$ cat src/hdl/assert_macros.svh
// assertion macros shared by the rtl files
// expects clk and rst_n in the scope of the including module
`ifndef ASSERT_MACROS_SVH
`define ASSERT_MACROS_SVH

// consequent must hold in the same cycle
`define ASSERT_SAME(label, ante, cons, msg) \
    label: assert property (@(posedge clk) disable iff (!rst_n) (ante) |-> (cons)) \
        else $error(msg);

// consequent must hold in the following cycle
`define ASSERT_NEXT(label, ante, cons, msg) \
    label: assert property (@(posedge clk) disable iff (!rst_n) (ante) |=> (cons)) \
        else $error(msg);

`endif

$ cat src/hdl/lphm_ram.sv
// generic simple dual port ram, one write port and one registered read port
// no dependencies
module lphm_ram #(
    parameter int WIDTH = 8,
    parameter int DEPTH = 16
) (
    input  logic                     clk,
    input  logic                     we,
    input  logic [$clog2(DEPTH)-1:0] waddr,
    input  logic [WIDTH-1:0]         wdata,
    input  logic [$clog2(DEPTH)-1:0] raddr,
    output logic [WIDTH-1:0]         rdata
);

    logic [WIDTH-1:0] mem [DEPTH];
    logic [WIDTH-1:0] rdata_reg;

    always_ff @(posedge clk)
    begin
        if (we)
        begin
            mem[waddr] <= wdata;
        end
        rdata_reg <= mem[raddr];
    end

    assign rdata = rdata_reg;

endmodule

$ cat config.mk
export PLATFORM = sky130hd
export DESIGN_NAME = lphm_ram
export DESIGN_NICKNAME = d
export VERILOG_FILES = /design/src/hdl/assert_macros.svh /design/src/hdl/lphm_ram.sv
export SDC_FILE = /design/constraint.sdc
export NUM_CORES = 1
export LEC_CHECK = 0
export BUFFER_PORTS_ARGS = -buffer_cell sky130_fd_sc_hd__buf_2
export CAP_MARGIN = 15
export CORE_MARGIN = 1
export CORE_UTILIZATION = 45
export DETAILED_ROUTE_END_ITERATION = 10
export PLACE_DENSITY_LB_ADDON = 0.25
export SYNTH_ARGS = -nofsm -noshare
export SYNTH_HDL_FRONTEND = slang
export SYNTH_SLANG_ARGS = --single-unit
export TNS_END_PERCENT = 100
$ cat constraint.sdc
create_clock -name clk -period 1.9 [get_ports clk]
set_clock_uncertainty 0.05 [all_clocks]
set_input_delay 0.095 -clock clk [delete_from_list [all_inputs] [get_ports clk]]
set_output_delay 0.095 -clock clk [all_outputs]
set_load 0.02 [all_outputs]
Yosys cells after proc, flatten, opt, wreduce, memory -nomap -nowiden --
Memories as Yosys holds them, arrays and structs flattened. A register that Yosys moved wholly into a read port is not among the register bits. Index checks and enable logic that the tools add are counted.
Cells by class: mux-type cells 2
Operator list (number):
- $mux 1 | 2
Storage, ports and cells: register bits 0, bits in writable memories 128, input bits 18, word-level logic and storage cells 3, memories kept 1
Memory list:
- mem | depth 16, width 8, read ports 1, clocked after memory_dff 1, wr ports 1, RTL line lphm_ram.sv:15 | logic [WIDTH-1:0] mem [DEPTH];

Logic depth before layout (Yosys ltp) --
depth in word-level cells 2, gate-level depth with buffers 5

Worst setup path after synthesis --
Ideal clock, no wire load.
kind input port to flip-flop, start input port waddr[2], end memory mem[0][0], enable pin, setup time 383 ps, arrival 1205 ps, slack 262 ps, stages 2, path buffers 0, path through or3b_2 > nor3_1
RTL lines:
- start: declaration | RTL line lphm_ram.sv:9 | input logic [$clog2(DEPTH)-1:0] waddr,
- end: declaration | RTL line lphm_ram.sv:15
Straight into the memory's write port.

==> qor.csv <==
metric,value,unit
antenna_found_initial,0,
yosysUniqueCellTypes,19,
postCtsSetupRepairBufs,0,
largest_register_ff_count,128,
cp.arrival,1.72,ns
final_common_cell,edfxtp_1,
die_x,109.0,um
worstReg2RegEnd,rdata[1],
synth_nets,247,
outcome,"complete, no violations",
clock_latency,0.41,ns
finalNetCount,303,
row_count,38,
setup_ws,0.4204,ns
coreArea,0.01098,mm^2
fin_util,0.5572,
routed-via-count,2440,
crit_required,2.14,ns
area_delta_synth_final,18.89,%
yosysTopAreaCellShare,0.7467,
pre_cts_slack,0.2443,ns
syn_inst,229,
worstHoldStart,wdata[7],
drc_errors,0,
syn-cell-area,0.005147,mm^2
ctsResizeCount,0,
rr_worst_depth,3,
yosys-top-cells-area,"edfxtp_1 (75%), mux4_2 (7.9%), mux4_1 (7.1%), dfxtp_1 (3.1%), a22oi_1 (2.3%)",
setup_violations,0,
slew_headroom,0.5676,
finalCriticalPeriod,1.480,ns
path_clk_slew,0.06,ns
via_per_inst,5.571,
r2r-start,mem[1][1],
wl_per_cell,22.35,um
wirelength,9.790,mm
dp_hpwl,6.263,mm
min_path_type,input pin to register,
worst_pin_slew,0.6462,ns
gp_congestion,0.7146,
clock_path_buffers,2,
yosysTopAreaCell,edfxtp_1,
initial_core_util,0.4687,
multiInputGateArea,0.001057,mm^2
ant_nets,0,
htree_levels,4,
numCtsBuffers,17,
fillers,811,
p_leak,2.097,nW
yosys_warnings,0,
startpoint,mem[1][1],
worst_setup_path_end_kind,register,
ys_seq_area_frac,0.7778,
cp_max_fo,1,
report.final.slew_viol_count,0,
cp-endpoint,rdata[1],
fin_crit_sh,0.7787,
port_buffers,25,
syn_area_per_cell,22.48,um^2
rrSetupSlack,0.42,ns
cts_tree,built,
drive_gt1_frac,0.3154,
powerDensity,1114,mW/mm^2
p_total,0.006818,W
grt_max_degree,33,
grt_pass1_wl,14.37,mm
synth_seq_cells,136,
chipHeight,109.0,um
first_pass_iters,4,
rsz0062_at_grt,false,
gr-total-overflow,0,
drtIter0Drc,154,
grt_pass1_vias,2421,
finalSetupTns,0,ns
diodes,0,
holdWs,0.01649,ns
cts.sinks,136,
io_pins,26,
track_usage,0.1821,
crit_type,register to register,
ff_latch_area,0.004004,mm^2
ctsHoldBuffers,0,
drv_cap,0,
most-common-layout-cells,"edfxtp_1 (128), buf_2 (25), buf_4 (20), mux4_2 (18), clkbuf_16 (17)",
whs_path_depth,1,
clockRootBuffer,clkbuf_16,
fmax,675.9,MHz
peakVddDrop,0.6666,mV
hold_viol,0,
die_area,0.01187,mm^2
startpoint_type,register,
[power by group]
part | internal (W) | switching (W) | total (W)
Combinational | 0.000137 | 0.000194 | 0.000332
Sequential | 0.00336 | 0.0000209 | 0.00338
Clock | 0.00198 | 0.00113 | 0.00311
Total | 0.00547 | 0.00134 | 0.00682
[cells by family (layout without fill, tap and decap cells)]
logic type | after synthesis | count (layout) | synth area share
AOI/OAI and AO/OA | 16 | 16 | 0.02334
buffers and inverters | 10 | 79 | 0.01677
DFF | 136 | 136 | 0.7778
muxes | 32 | 32 | 0.1502
and+or+nand+nor | 35 | 35 | 0.03184
[Yosys cell counts]
cell type        instances
dfxtp_1                  8
edfxtp_1               128
buf_2                    3
and2b_1                  1
and2_1                   1
mux4_2                  18
nor2b_1                  1
clkdlybuf4s25_2          3
buf_4                    1
buf_6                    3
mux4_1                  14
nor2_1                  13
nor3_1                   4
or3b_2                   1
a22oi_1                 16
nand3_1                  1
nand3b_1                 2
nand2_1                  9
nand2b_1                 2
[how the worst min path moves through the flow]
stage                  to  slack, ns
6_report        mem[6][7]       0.02
5_1_grt         mem[6][7]       0.02
4_1_cts        mem[10][0]      0.009
2_1_floorplan   mem[0][0]       0.14
3_3_place_gp    mem[8][7]       0.43
3_5_place_dp   mem[10][7]       0.44
[through the flow]
stage	cells	area, um^2
final	438	6120
after global routing	438	6120
after CTS	438	6120
after detailed placement	406	5552
after global placement	406	5552
after floorplan	229	5147
[routing by layer]
metal	vias to the layer above	share of wire	GRT usage
met4	0	0.016	0.07046
met5	-	0	0
met2	90	0.48	0.2628
met3	13	0.060	0.05678
li1	1087	-	-
met1	1250	0.45	0.2592
[critical path, cell delays in order (launching register included)]
cell	delay, ns
edfxtp_1	0.36
mux4_1	0.52
a22oi_1	0.34
nand2_1	0.09
[cell type report]
cell class | count | area share
multi-input cells | 83 | 0.1728
repair buffers | 47 | 0.05152
well taps | 140 | 0.02862
clock inverters | 10 | 0.01697
flip-flops and latches | 136 | 0.6543
clock buffers | 22 | 0.07585
(Power assumes the default switching activity.)
