[config.mk]
export PLATFORM = sky130hd
export DESIGN_NAME = lphm_hash
export DESIGN_NICKNAME = d
export VERILOG_FILES = /design/src/hdl/lphm_pkg.sv /design/src/hdl/lphm_hash.sv
export VERILOG_INCLUDE_DIRS = /design/src /design/src/hdl
export SDC_FILE = /design/constraint.sdc
export NUM_CORES = 1
export LEC_CHECK = 0
export BUFFER_PORTS_ARGS = -buffer_cell sky130_fd_sc_hd__buf_4
export CAP_MARGIN = 30
export CORE_MARGIN = 2
export CORE_UTILIZATION = 60
export DETAILED_ROUTE_END_ITERATION = 6
export GPL_ROUTABILITY_DRIVEN = 1
export PLACE_DENSITY = 0.79
export SLEW_MARGIN = 40
export SYNTH_ARGS = -nofsm -noshare
export SYNTH_HDL_FRONTEND = slang
export SYNTH_SLANG_ARGS = --single-unit
[constraint.sdc]
create_clock -name clk -period 7.6 [get_ports clk]
set_input_delay 0 -clock clk [delete_from_list [all_inputs] [get_ports clk]]
set_output_delay 0 -clock clk [all_outputs]
set_load 0.03 [all_outputs]
[src/hdl/assert_macros.svh]
// assertion macros shared by the rtl files
// expects clk and rst_n in the scope of the including module
`ifndef ASSERT_MACROS_SVH
`define ASSERT_MACROS_SVH

// consequent must hold in the same cycle
`define ASSERT_SAME(label, ante, cons, msg) \
    label: assert property (@(posedge clk) disable iff (!rst_n) (ante) |-> (cons)) \
        else $error(msg);

// consequent must hold in the following cycle
`define ASSERT_NEXT(label, ante, cons, msg) \
    label: assert property (@(posedge clk) disable iff (!rst_n) (ante) |=> (cons)) \
        else $error(msg);

`endif

[src/hdl/lphm_pkg.sv]
// shared types and constants for the linear probe hash map
// no dependencies
package lphm_pkg;

    localparam int KEY_W       = 32;
    localparam int VAL_W       = 32;
    localparam int ENTRY_W     = 7;
    localparam int DEF_CAPACITY = 64;

    localparam logic [31:0] HASH_MULT = 32'h85eb_ca6b;

    localparam logic [1:0] FUNC_SET  = 2'd0;
    localparam logic [1:0] FUNC_GET  = 2'd1;
    localparam logic [1:0] FUNC_DEL  = 2'd2;
    localparam logic [1:0] FUNC_NONE = 2'd3;

    typedef struct packed {
        logic [1:0]              func;
        logic signed [KEY_W-1:0] key;
        logic [VAL_W-1:0]        value_in;
    } req_t;

    typedef struct packed {
        logic               found;
        logic [VAL_W-1:0]   value_out;
        logic               status;
        logic [ENTRY_W-1:0] entry_count;
    } rsp_t;

    typedef struct packed {
        logic             used;
        logic [KEY_W-1:0] key;
        logic [VAL_W-1:0] value;
    } slot_t;

    typedef struct packed {
        logic             start;
        logic [KEY_W-1:0] key;
    } hash_req_t;

    localparam int SLOT_W = $bits(slot_t);

endpackage

[src/hdl/lphm_hash.sv]
// key hash and probe start slot: multiply, mix, then keep the low bits plus one
// depends on lphm_pkg and assert_macros.svh
`include "assert_macros.svh"

module lphm_hash
    import lphm_pkg::*;
#(
    parameter int CAPACITY = DEF_CAPACITY
) (
    input  logic                        clk,
    input  logic                        rst_n,
    input  hash_req_t                   hreq,
    output logic                        done,
    output logic [$clog2(CAPACITY)-1:0] slot
);

    localparam int IW = $clog2(CAPACITY);

    typedef enum logic [2:0] {
        H_IDLE = 3'b001,
        H_MUL  = 3'b010,
        H_MIX  = 3'b100
    } hstate_t;

    hstate_t           state_reg, state_next;
    logic [KEY_W-1:0]  key_reg;
    logic [KEY_W-1:0]  prod_reg;
    logic [IW-1:0]     rem_reg;
    logic              done_reg;
    logic [KEY_W-1:0]  mixed;

    assign mixed = prod_reg ^ (prod_reg >> 16);

    always_comb
    begin
        state_next = state_reg;
        unique case (state_reg)
            H_IDLE:
            begin
                if (hreq.start)
                begin
                    state_next = H_MUL;
                end
            end
            H_MUL:   state_next = H_MIX;
            H_MIX:   state_next = H_IDLE;
            default: state_next = H_IDLE;
        endcase
    end

    always_ff @(posedge clk or negedge rst_n)
    begin
        if (!rst_n)
        begin
            state_reg <= H_IDLE;
            done_reg  <= 1'b0;
        end
        else
        begin
            state_reg <= state_next;
            done_reg  <= (state_reg == H_MIX);
        end
    end

    always_ff @(posedge clk)
    begin
        if (state_reg == H_IDLE && hreq.start)
        begin
            key_reg <= hreq.key;
        end
        if (state_reg == H_MUL)
        begin
            prod_reg <= 32'(key_reg * HASH_MULT);
        end
        if (state_reg == H_MIX)
        begin
            rem_reg <= mixed[IW-1:0] + IW'(1);
        end
    end

    assign done = done_reg;
    assign slot = rem_reg;

    `ASSERT_SAME(a_start_when_idle, hreq.start, state_reg == H_IDLE, "hash started while busy")
    `ASSERT_NEXT(a_done_single, done_reg, !done_reg, "hash done held over two cycles")
    `ASSERT_SAME(a_slot_in_range, done_reg, rem_reg <= IW'(CAPACITY - 1), "start slot out of range")
    `ASSERT_SAME(a_capacity_pow2, 1'b1, (CAPACITY & (CAPACITY - 1)) == 0, "capacity not a power of two")

endmodule

* Yosys cells after proc, flatten, opt, wreduce, memory -nomap -nowiden
Cells that the tools add are included.
** Storage, ports and cells
- Register bits after elaboration :: 64
- Input bits :: 35
- Logic and storage cells :: 15
** Cells by class
- $add $sub $neg :: 1
- Multiply operators :: 1
- Equality and inequality tests :: 4
- Mux-type cells :: 2
- Bitwise logic cells :: 1
- Reductions and logical operators :: 1
** Operator list (count)
- $mul 32x32->22 const B :: 1
- $add 6x1->6 const B :: 1
- $pmux 3 s2 :: 1
- $xor 6x6->6 :: 1
- $eq 3x1->1 const B :: 1
- $eq 3x2->1 const B :: 1
- $eq 3x3->1 const B :: 1
- $mux 3 :: 1
- $ne 2x2->1 const B :: 1
- $logic_and 1x1->1 :: 1

* Depth between registers and ports, before layout
- Word-level depth :: 2
- Gate-level depth with buffers :: 20

* Least setup slack after synthesis
OpenSTA, ideal clock, no wires.
- Path type :: register to register
- Start :: register key_reg[12]
- End :: register prod_reg[21] (data pin)
- Arrival time :: 5.389 ns
- Data required time :: 7.340 ns
- Path slack :: 1.951 ns
- Cell stages (with the launch flop) :: 21
- Path buffers :: 0
- Clock period less this slack :: 5.649 ns
- Path through :: edfxtp_1 > ha_1 > fa_1 > inv_1 > fa_1 > inv_1 > fa_1 > inv_1 > fa_1 > inv_1 > fa_1 > inv_1 > fa_1 > inv_1 > ha_1 > and3_1 > a221oi_4 > o2111ai_1 > o211ai_1 > o21ai_1 > xnor2_1
** Between the ends
- Word-level cells in the longest chain between the ends :: 1
** RTL lines
- from (decl) :: line lphm_hash.sv:26 : logic [KEY_W-1:0] key_reg;
- from (signal assigned) :: line lphm_hash.sv:69 : key_reg <= hreq.key;
- $mul 32x32->22 :: line lphm_hash.sv:73 : prod_reg <= 32'(key_reg * HASH_MULT);
- to (signal assigned) :: line lphm_hash.sv:73
- to (decl) :: line lphm_hash.sv:27 : logic [KEY_W-1:0] prod_reg;
No other way between the ends.
A chain may end at the register's enable or synchronous reset.

* Worst setup path in the final report
Same ends and word-level chain as after synthesis.

==> run metrics <==
status completed; gr ovfl total 0; Routed WL 11.3 mm; syn_nets 733; Tmin final 5.99 ns; skew final 0.00717 ns; vias per cell 5.16; fin crit share 78.8%; global route hottest layer met2; Yosys cell types 39; DRT iter0 DRCs 155; die area 10300 sq um; vias in the first global route 4155; Post-CTS Hold Buffers 24; Wirelength per Cell 16.0 um; crit path launch type flip-flop; share of the synthesized area in the top cell type 26.2%; Main synth FF type edfxtp_1; Critical path origin key_reg[12]; first-pass GRT wire length 19.3 mm; GRT Total Usage 24.6%; max-slew violations 0; CTS Buf Count 5; core area 9240 sq um; dominant cell type by area after synthesis fa_1; fmax 0.167 GHz; share of post-route cells with drive strength above 1 9.01%; synthesis-to-finish area growth 13.5%; First-pass DRT Iterations 4; GR Layer Usage met2 46.5%; crit end category flip-flop; Clk Latency, worst-skew pair 0.30 ns; Cell Area, Synth 5730 sq um; setup_tns 0 ns; CTS clk-pin slew, worst paths 0.09 ns; Initial Util 62.0%; dominant cells by area after synthesis fa_1, ha_1, edfxtp_1; PostCTS Resize Cnt 0; YS warnings 0; Port Buf Inserts 31; FF-to-FF setup slack 1.61 ns; pin count of the biggest net entering global routing 24; Vias 3640; Slew HR 65.3%; Mapped Cells 513; Rows 35; postcts setup bufs 0; HPWL Detailed 9.67 mm; Seq/Total Area, Yosys 22.7%; number of diodes 0; CTS tree built; Root Buffer clkbuf_8; Post-synth EDFFs 40; R2R Path Start key_reg[12]; WP data required 7.66 ns; met3 Track Usage GR 3.11%; max_cap viols 0; initial antenna violation count 0; number of flip-flops in the largest register 22; Hold Violations, Final 0; # H-tree levels 2; syn avg cell area 11.2 sq um; fin nets 796; clock buffer depth 2; Worst EP arrival 6.05 ns; I/O pin total 42; M1 GR Usage 29.8%; register bit total from synthesis 44; clock sink count 44; chip height 102 um; fraction of registers with async set/reset 9.09%; GP Congestion 0.991; setup violators final 0; Detail Route Antenna Nets 0; RSZ-0062 raised after global routing false; DRC violations left 0; HP Class in -> async; Core Util, Final 70.3%; Worst Tran Pin Value 0.518 ns; Critical Path Fanout Max 5; critical path class reg -> reg; DIE WIDTH 102 um
-- stage by stage --
step | cell area, sq um | setup slack [ns] | hold WS (ns) | std cells
3_3_place_gp | 6140 | 1.67 | -0.203 | 674
2_1_floorplan | 5730 | 1.95 | -0.296 | 513
3_5_place_dp | 6140 | 1.61 | -0.199 | 674
6_report | 6500 | 1.61 | 0.0268 | 706
4_1_cts | 6500 | 1.61 | 0.0272 | 706
5_1_grt | 6500 | 1.38 | 0.0225 | 706
-- synth_stat cells, types with 2 or more instances --
library cell / instances
nor4bb_1: 2
a31o_2: 3
a211oi_1: 3
dfrtp_1: 3
o21a_1: 4
o2111ai_1: 2
and3_1: 2
o21ai_0: 4
ha_1: 110
a21oi_1: 4
nand3_1: 2
o21bai_1: 2
nor2_1: 5
inv_1: 167
xor2_1: 17
nand2_1: 8
fa_1: 75
nor3b_1: 3
a21o_1: 4
o211ai_1: 3
xnor2_1: 33
edfxtp_1: 40
-- final timing paths --
path,endpoint,depth (start not counted)
max in group asynchronous,state_reg[0],2
min in group clk,key_reg[10],2
hold reg to reg,state_reg[1],1
setup reg to reg,prod_reg[21],20
hold / removal,done,2
setup / recovery,prod_reg[21],20
-- cell usage in the layout (no fill, tap or decap), types with 5 or more instances in the layout --
cell	instances
fa_1	75
inv_1	167
clkbuf_8	5
ha_1	110
nand2_1	8
xnor2_1	33
buf_4	33
nor2_1	5
edfxtp_1	40
xor2_1	17
dlygate4sd3_1	24
-- worst max-delay path, cell delays in order (launching register included) --
cell       delay [ns]
edfxtp_1         0.54
ha_1             0.38
fa_1             0.49
inv_1            0.05
fa_1             0.52
inv_1            0.05
fa_1             0.49
inv_1            0.05
fa_1             0.47
inv_1            0.05
fa_1             0.52
inv_1            0.05
fa_1             0.52
inv_1            0.04
ha_1             0.35
and3_1           0.23
a221oi_4         0.32
o2111ai_1        0.18
o211ai_1         0.17
o21ai_1          0.13
xnor2_1          0.13
-- cell families after synthesis --
logic type / synth area share [%]
AOI/OAI and AO/OA: 5.42
xor gates and xnor gates: 7.65
adders and majority gates: 50.3
buffers and inverters: 11.1
DFF: 22.7
and+or+nand+nor: 2.80
-- area by class of cell --
class / instances / area (sq um)
inverter: 167 / 627
clock inverter: 3 / 46.3
fill: 654 / 2740
tap: 129 / 161
multi-input combinational: 301 / 3810
sequential: 44 / 1300
timing repair buffer: 57 / 488
clock buffer: 5 / 68.8
-- layer usage --
| layer | part of all wire [%] | vias to the layer above |
|---|---|---|
| met5 | 0 | - |
| met4 | 1.4 | 0 |
| met3 | 2.8 | 15 |
| met2 | 54 | 75 |
| met1 | 42 | 1809 |
| li1 | - | 1741 |
Power is left out: the tool's default activity adds up to more than one toggle a clock period on the data nets, which glitch-free logic cannot reach.
